**config.mk**
```make
export PLATFORM = sky130hd
export DESIGN_NAME = arpc_front
export DESIGN_NICKNAME = d
export VERILOG_FILES = /design/src/sv/arpc_pkg.sv /design/src/sv/arpc_front.sv
export SDC_FILE = /design/constraint.sdc
export NUM_CORES = 1
export LEC_CHECK = 0
export BUFFER_PORTS_ARGS = -buffer_cell sky130_fd_sc_hd__buf_4
export CAP_MARGIN = 10
export CORE_MARGIN = 5
export CORE_UTILIZATION = 47
export CTS_BUF_LIST = sky130_fd_sc_hd__clkbuf_16
export DETAILED_ROUTE_END_ITERATION = 10
export MAX_ROUTING_LAYER = met4
export PLACE_DENSITY = 0.76
export SETUP_SLACK_MARGIN = 0.2
export SLEW_MARGIN = 20
export SYNTH_ARGS = -nofsm -noshare
export SYNTH_HDL_FRONTEND = slang
export SYNTH_SLANG_ARGS = --single-unit
export TNS_END_PERCENT = 50
```
**constraint.sdc**
```tcl
create_clock -name aclk -period 4.6 [get_ports aclk]
set_clock_uncertainty 0.1 [all_clocks]
set_input_delay 0.46 -clock aclk [delete_from_list [all_inputs] [get_ports aclk]]
set_output_delay 0.46 -clock aclk [all_outputs]
set_load 0.005 [all_outputs]
```
**src/sv/arpc_pkg.sv**
```systemverilog
// shared types, constants and codes for the arp cache with request retry
`default_nettype none
package arpc_pkg;

    localparam int CacheEntriesDefault   = 64;
    localparam int PendingEntriesDefault = 8;
    localparam int QueueDepth            = 2;

    localparam logic [15:0] CacheTimeoutReset  = 16'd15;
    localparam logic [2:0]  RetryLimitReset    = 3'd5;
    localparam logic [7:0]  RetryIntervalReset = 8'd1;

    typedef enum logic [1:0] {
        OP_LOOKUP = 2'd0,
        OP_REPLY  = 2'd1,
        OP_TICK   = 2'd2,
        OP_NONE   = 2'd3
    } op_t;

    typedef enum logic [2:0] {
        K_HIT       = 3'd0,
        K_SEND      = 3'd1,
        K_GIVEUP    = 3'd2,
        K_WAIT      = 3'd3,
        K_RELEASED  = 3'd4,
        K_UNMATCHED = 3'd5,
        K_TICKDONE  = 3'd6,
        K_PENDFULL  = 3'd7
    } kind_t;

    typedef enum logic [1:0] {
        REG_TIMEOUT  = 2'd0,
        REG_LIMIT    = 2'd1,
        REG_INTERVAL = 2'd2,
        REG_UNUSED   = 2'd3
    } reg_t;

    typedef struct packed {
        op_t         op;
        logic [31:0] ip;
        logic [47:0] mac;
    } cmd_t;

    typedef struct packed {
        kind_t       kind;
        logic [31:0] ip;
        logic [47:0] mac;
        logic        stored;
        logic        last;
    } res_t;

    typedef struct packed {
        logic [15:0] cache_timeout;
        logic [2:0]  retry_limit;
        logic [7:0]  retry_interval;
    } cfg_t;

    typedef enum logic [3:0] {
        ST_IDLE,
        ST_CSCAN,
        ST_CREAD,
        ST_CPICK,
        ST_CHIT,
        ST_PSCAN,
        ST_PDECIDE,
        ST_REPLY_OUT,
        ST_TAGE,
        ST_TAGE_WR,
        ST_TPEND,
        ST_TDONE,
        ST_EMIT
    } state_t;

endpackage
`default_nettype wire

```
**src/sv/arpc_front.sv**
```systemverilog
// input front: drops unused opcodes and queues commands for the engine
`default_nettype none
module arpc_front (
    input  wire logic          aclk,
    input  wire logic          aresetn,
    input  wire logic          in_valid,
    output logic               in_ready,
    input  wire arpc_pkg::cmd_t in_cmd,
    output logic               q_valid,
    input  wire logic          q_ready,
    output arpc_pkg::cmd_t     q_cmd
);
    import arpc_pkg::*;

    localparam int AW = $clog2(QueueDepth);

    cmd_t           mem_reg [QueueDepth];
    logic [AW-1:0]  wr_reg, rd_reg;
    logic [AW:0]    cnt_reg;
    logic           push, pop;

    assign in_ready = (cnt_reg != (AW+1)'(QueueDepth));
    assign push     = in_valid && in_ready && (in_cmd.op != OP_NONE);
    assign q_valid  = (cnt_reg != '0);
    assign pop      = q_valid && q_ready;
    assign q_cmd    = mem_reg[rd_reg];

    always_ff @(posedge aclk) begin
        if (push) begin
            mem_reg[wr_reg] <= in_cmd;
        end
    end

    always_ff @(posedge aclk) begin
        if (!aresetn) begin
            wr_reg  <= '0;
            rd_reg  <= '0;
            cnt_reg <= '0;
        end else begin
            if (push) begin
                wr_reg <= (wr_reg == AW'(QueueDepth - 1)) ? '0 : wr_reg + 1'b1;
            end
            if (pop) begin
                rd_reg <= (rd_reg == AW'(QueueDepth - 1)) ? '0 : rd_reg + 1'b1;
            end
            cnt_reg <= cnt_reg + (AW+1)'(push) - (AW+1)'(pop);
        end
    end
endmodule
`default_nettype wire

```
==> flow_metrics.py, run 1 <==
metrics = {
    "timing": {
        "hold_ws_ns": 0.1365,
        "worst_pin_slew_ns": 0.7806,
        "fin_tns_setup_ns": 0,
        "relSlewSlack_pct": 47.96,
        "report.final.slew_viol_count": 0,
        "fin_crit_ns": 2.566,
        "fin_crit_sh_pct": 55.78,
        "clock.fmax_mhz": 389.7,
        "hold_viol_final": 0,
        "rsz0062_at_grt": "no",
        "finalSetupViolCount": 0,
    },
    "global_routing": {
        "track_usage_pct": 14.62,
        "grt_max_degree": 83,
        "grt-ovfl-total": 0,
        "grt_pass1_wl_um": 17390,
        "antenna_found_initial": 0,
        "grt_pass1_vias": 3468,
    },
    "die": {
        "fp.coreArea_mm2": 0.01309,
        "die_y_um": 125.0,
        "io_pins": 170,
        "std_cell_rows": 42,
        "die-width_um": 125.0,
        "die_area_mm2": 0.01563,
        "start_util_pct": 47.51,
    },
    "cells_and_area": {
        "num-fill-cells": 922,
        "multiInputGateArea_mm2": 0.001107,
        "syn2layout_area_growth_pct": 32.26,
        "regArea_mm2": 0.005029,
        "num-nets-final": 555,
        "antennaDiodeCount": 0,
        "largest_reg_flops": 164,
        "drive_above_1_share_pct": 52.60,
    },
    "route": {
        "drt-initial-drc-count": 199,
        "drc_errors": 0,
        "wl_met2_um": 5684,
        "viasPerCell": 4.793,
        "dr_wl_met3_um": 720,
        "first_pass_iters": 4,
        "wire_per_inst_um": 16.80,
        "top_layer": "met4",
        "ant_nets": 0,
        "wirelength_met1_um": 4469,
        "num_vias": 3149,
        "wl_um": 11040,
    },
    "cts": {
        "clk_latency_ns": 0.40,
        "post_cts.repair.setup_buffers": 0,
        "ctsHoldBuffers": 0,
        "cts_resized": 0,
        "cts-root-buf": "clkbuf_16",
        "cts.sinks": 169,
        "htree_levels": 4,
        "clock_path_buffers": 2,
        "path_clk_slew_ns": 0.06,
        "cts_tree": "yes",
        "cts_buffers": 17,
    },
    "yosys": {
        "syn_inst": 286,
        "avgSynthCellArea_um2": 21.74,
        "seq_area_frac_synth_pct": 80.82,
        "synth.cell_area_mm2": 0.006217,
        "synth_fp_nets": 373,
        "synth_seq_cells": 169,
        "synth_cell_types": 22,
        "ys_warn_count": 0,
    },
    "critical_path": {
        "r2r_setup_slack_ns": 2.64,
        "start_kind": "flip-flop",
        "path_max_fanout": 42,
        "r2r-start": "cnt_reg[0]",
        "setup.worst_path.class": "reg2out",
        "arrival_ns": 2.01,
        "r2r_end": "mem_reg[0][47]",
        "end_kind": "primary output",
        "reg2regPathDepth": 4,
        "required_ns": 4.04,
    },
    "hold_path": {
        "hold_depth": 1,
        "hold_path_end": "mem_reg[0][57]",
        "hp-class": "in2reg",
        "hp-start": "in_cmd[57]",
    },
    "power_and_ir_drop": {
        "powerDensity_mw_per_mm2": 477.3,
        "p_leak_uw": 0.003034,
        "vdd_drop_max_mv": 0.2743,
    },
    "flow_run": {
        "drv_cap": 0,
    },
    "outcome": {
        "status": "complete, no violations",
    },
    "placement": {
        "io_buffer_count": 169,
        "place_congestion": 0.7570,
        "place_hpwl_um": 7105,
    },
}
==> layer usage <==
metal  up-vias  track usage [%]
li1       1493                -
met1      1533            17.07
met2       109            23.92
met5         -                -
met3        14            4.392
met4         0            5.740
==> critical path, cell delays in order (launching register included) <==
cell and delay, ns:
dfxtp_4 0.72, buf_12 0.30, mux2_1 0.38, buf_4 0.15
==> cell families after synthesis <==
family | count (synthesis) | share of synthesized area [%]
DFF | 169 | 80.82
muxes | 83 | 15.01
and+or+nand+nor | 17 | 1.570
buffers and inverters | 9 | 1.570
AOI/OAI and AO/OA | 5 | 0.5433
xor gates and xnor gates | 2 | 0.2818
adders and majority gates | 1 | 0.2012
==> power by group <==
| group | total (uW) | switching (uW) | internal (uW) |
|---|---|---|---|
| sequential | 1930 | 73.2 | 1860 |
| clock | 1270 | 533 | 733 |
| combinational | 730 | 296 | 434 |
==> cell type report <==
class | instances | area share (%)
flip-flops and latches | 169 | 61.15
repair buffers | 172 | 16.14
clock inverters | 15 | 1.385
well taps | 176 | 2.678
multi-input cells | 108 | 13.47
clock buffers | 17 | 5.173
==> layout by cell type, fill, tap and decap left out <==
master / n
nor2_1: 1
a21oi_1: 2
nor3_2: 1
mux2_2: 49
a21boi_2: 1
and2b_4: 1
buf_6: 1
xnor2_1: 2
buf_4: 169
mux2i_1: 1
mux2_1: 33
clkinvlp_4: 4
dfxtp_4: 1
edfxtp_1: 164
clkbuf_16: 17
and3_4: 1
nand2_1: 4
o21ai_0: 1
or2_1: 1
buf_16: 1
and2_1: 4
buf_12: 1
dfxtp_1: 4
nand3_1: 1
a211oi_1: 1
bufinv_16: 1
clkinv_1: 4
clkinv_2: 1
nand2b_1: 2
nor2_4: 1
ha_1: 1
inv_1: 2
clkinv_4: 3
==> Yosys cell counts <==
cell,instances,share of area (%)
xnor2_1,2,0.28
a211oi_1,1,0.12
o21ai_0,1,0.080
mux2_1,33,6.0
nor2_1,2,0.12
and2b_4,1,0.16
edfxtp_1,164,79
a21oi_1,2,0.16
and3_1,1,0.10
mux2i_1,1,0.16
buf_4,1,0.12
dfxtp_1,5,1.6
a21boi_2,1,0.18
or2_1,1,0.10
nand3_1,1,0.080
and2_1,4,0.40
nand2_1,4,0.24
nand2b_1,2,0.20
ha_1,1,0.20
buf_6,8,1.4
mux2_2,49,8.9
nor3_2,1,0.16
==> metrics by stage <==
step,cell area (um^2),power (uW),worst slack (ns),std cells,util [%]
CTS,8172,3970,1.888,655,62.45
global placement,7632,2680,2.154,623,58.33
global route,8223,4109,1.931,657,62.84
detailed placement,7632,2697,2.077,623,58.33
finish,8223,3925,2.034,657,62.84
floorplan,6220,2322,1.136,286,-
==> worst max-delay path by stage <==
stage,end,depth (start not counted)
finish,q_cmd[47],3
global route,q_cmd[49],3
CTS,q_cmd[40],2
detailed placement,mem_reg[0][24],5
global placement,mem_reg[0][22],5
floorplan,mem_reg[0][0],3
No activity file was read; power rests on OpenSTA's default activity.
==> run 2, diff against run 1 <==
==> constraint.sdc (replaced) <==
create_clock -name aclk -period 2.1 [get_ports aclk]
set_clock_uncertainty 0.1 [all_clocks]
set_input_delay 0.21 -clock aclk [delete_from_list [all_inputs] [get_ports aclk]]
set_output_delay 0.21 -clock aclk [all_outputs]
set_load 0.005 [all_outputs]
==> flow_metrics.py, run 2 (synthesized netlist as in run 1, its figures left out) <==
metrics = {
    "global_routing": {
        "grt_pass1_wl_um": 19820,
        "antenna_found_initial": 0,
        "track_usage_pct": 16.99,
        "grt_pass1_vias": 3968,
        "grt-ovfl-total": 0,
        "grt_max_degree": 45,
    },
    "route": {
        "num_vias": 3633,
        "drt-initial-drc-count": 196,
        "ant_nets": 0,
        "first_pass_iters": 4,
        "wl_um": 13690,
        "wire_per_inst_um": 18.25,
        "viasPerCell": 4.844,
        "drc_errors": 0,
    },
    "cts": {
        "cts.sinks": 169,
        "clk_latency_ns": 0.42,
        "cts-root-buf": "clkbuf_16",
        "cts_tree": "yes",
        "path_clk_slew_ns": 0.06,
        "clock_path_buffers": 2,
        "htree_levels": 4,
        "cts_buffers": 17,
    },
    "critical_path": {
        "r2r_setup_slack_ns": 0.52,
        "cp_slowest_cell": "dfxtp_4",
        "reg2regPathDepth": 6,
        "setup.worst_path.class": "reg2out",
        "path_max_fanout": 9,
        "start_kind": "flip-flop",
        "arrival_ns": 1.60,
        "required_ns": 1.79,
        "r2r-start": "cnt_reg[1]",
        "cpPeakStageDelay_ns": 0.37,
        "path_cells": "buf_8 -> buf_6 -> mux2_1 -> buf_4",
        "end_kind": "primary output",
        "r2r_end": "cnt_reg[1]",
    },
    "hold_path": {
        "hp-start": "q_ready",
        "hold_path_end": "cnt_reg[1]",
        "hp-class": "in2reg",
        "hold_depth": 4,
    },
    "power_and_ir_drop": {
        "p_leak_uw": 0.003543,
        "total_power_uw": 9432,
        "powerDensity_mw_per_mm2": 1004,
        "vdd_drop_max_mv": 0.6219,
    },
    "cells_and_area": {
        "layout.cells.non_filler": 750,
        "antennaDiodeCount": 0,
        "largest_reg_flops": 164,
        "final_cell_mix": "buf_4 (169), edfxtp_1 (164), dlygate4sd3_1 (83)",
        "post-route-util_pct": 71.79,
        "num-nets-final": 651,
        "syn2layout_area_growth_pct": 51.10,
        "drive_above_1_share_pct": 47.04,
        "final_common_cell": "buf_4",
    },
    "die": {
        "io_pins": 170,
        "die_y_um": 125.0,
        "die-width_um": 125.0,
        "die_area_mm2": 0.01563,
        "start_util_pct": 47.51,
        "std_cell_rows": 42,
        "fp.coreArea_mm2": 0.01309,
    },
    "flow_run": {
        "drv_cap": 0,
    },
    "timing": {
        "rsz0062_at_grt": "yes",
        "relSlewSlack_pct": 79.46,
        "hold_viol_final": 0,
        "report.final.slew_viol_count": 0,
        "fin_crit_ns": 1.912,
        "finalSetupViolCount": 0,
        "worst_pin_slew_ns": 0.3062,
        "hold_ws_ns": 0.1462,
        "clock.fmax_mhz": 523.0,
        "fin_crit_sh_pct": 91.05,
    },
    "placement": {
        "place_congestion": 0.7367,
        "dp_cells": 628,
        "place_hpwl_um": 7717,
        "io_buffer_count": 169,
    },
    "outcome": {
        "status": "complete, no violations",
    },
}
[run 2: changes by cell type in the layout (fill, tap and decap cells not counted), sizes merged]
cell	before	now
dlygate4sd3	0	83
buf	172	180
clkbuf	17	22
clkinvlp	4	0
bufinv	1	4
clkinv	8	7
inv	2	1
[run 2: worst max-delay path by stage]
| stage | startpoint | to | slack [ns] | cells past startpoint |
|---|---|---|---|---|
| after global placement | in_valid | cnt_reg[0] | 0.50 | 7 |
| after CTS | flip-flop | q_cmd[5] | 0.18 | 3 |
| final | flip-flop | q_cmd[28] | 0.19 | 4 |
| after global routing | flip-flop | q_cmd[28] | 0.15 | 4 |
| after floorplan | cnt_reg[0] | mem_reg[0][0] | -0.22 | 3 |
| after detailed placement | in_cmd[81] | mem_reg[0][43] | 0.47 | 5 |
[run 2: metal layers]
| metal | vias up | wire length, um | global-route usage [%] |
|---|---|---|---|
| li1 | 1681 | - | - |
| met1 | 1819 | 5301 | 17.44 |
| met2 | 122 | 7523 | 30.56 |
| met3 | 11 | 704 | 5.842 |
| met4 | 0 | 159 | 5.293 |
| met5 | - | 0 | - |
[run 2: area by class of cell]
cell class	count	area [um^2]
Tap cell	176	220.2
Timing Repair Buffer	268	2436
Clock buffer	17	425.4
Fill cell	778	3691
Clock inverter	12	160.2
Sequential cell	169	5030
Multi-Input combinational cell	108	1122
[run 2: stage by stage]
| step | cell area (um^2) | setup TNS, ns | setup slack (ns) |
|---|---|---|---|
| finish | 9394 | 0 | 0.1880 |
| global route | 9394 | 0 | 0.1456 |
| CTS | 9185 | 0 | 0.1773 |
| detailed placement | 7761 | 0 | 0.4656 |
| global placement | 7761 | 0 | 0.4994 |
| floorplan | 6242 | -19.93 | -0.2185 |
[run 2: where the power goes]
part | internal, uW | total, uW | switching, uW
registers | 4060 | 4150 | 88.7
clock network | 1950 | 3090 | 1140
logic | 1300 | 2200 | 891
[run 2: what timing repair did]
| item | CTS | global route |
|---|---|---|
| resized for setup | 1 | 6 |
| hold buffers | 83 | 0 |
| hold endpoints to repair | 169 | 0 |
| buffers inserted | 0 | 2 |
| gates cloned | 0 | 8 |
| setup endpoints to repair | 13 | 69 |
[run 2: critical path, delay by kind of cell (launching register included)]
family                 cells  cell delay [ns]
DFF                        1             0.37
muxes                      1             0.35
buffers and inverters      3             0.47
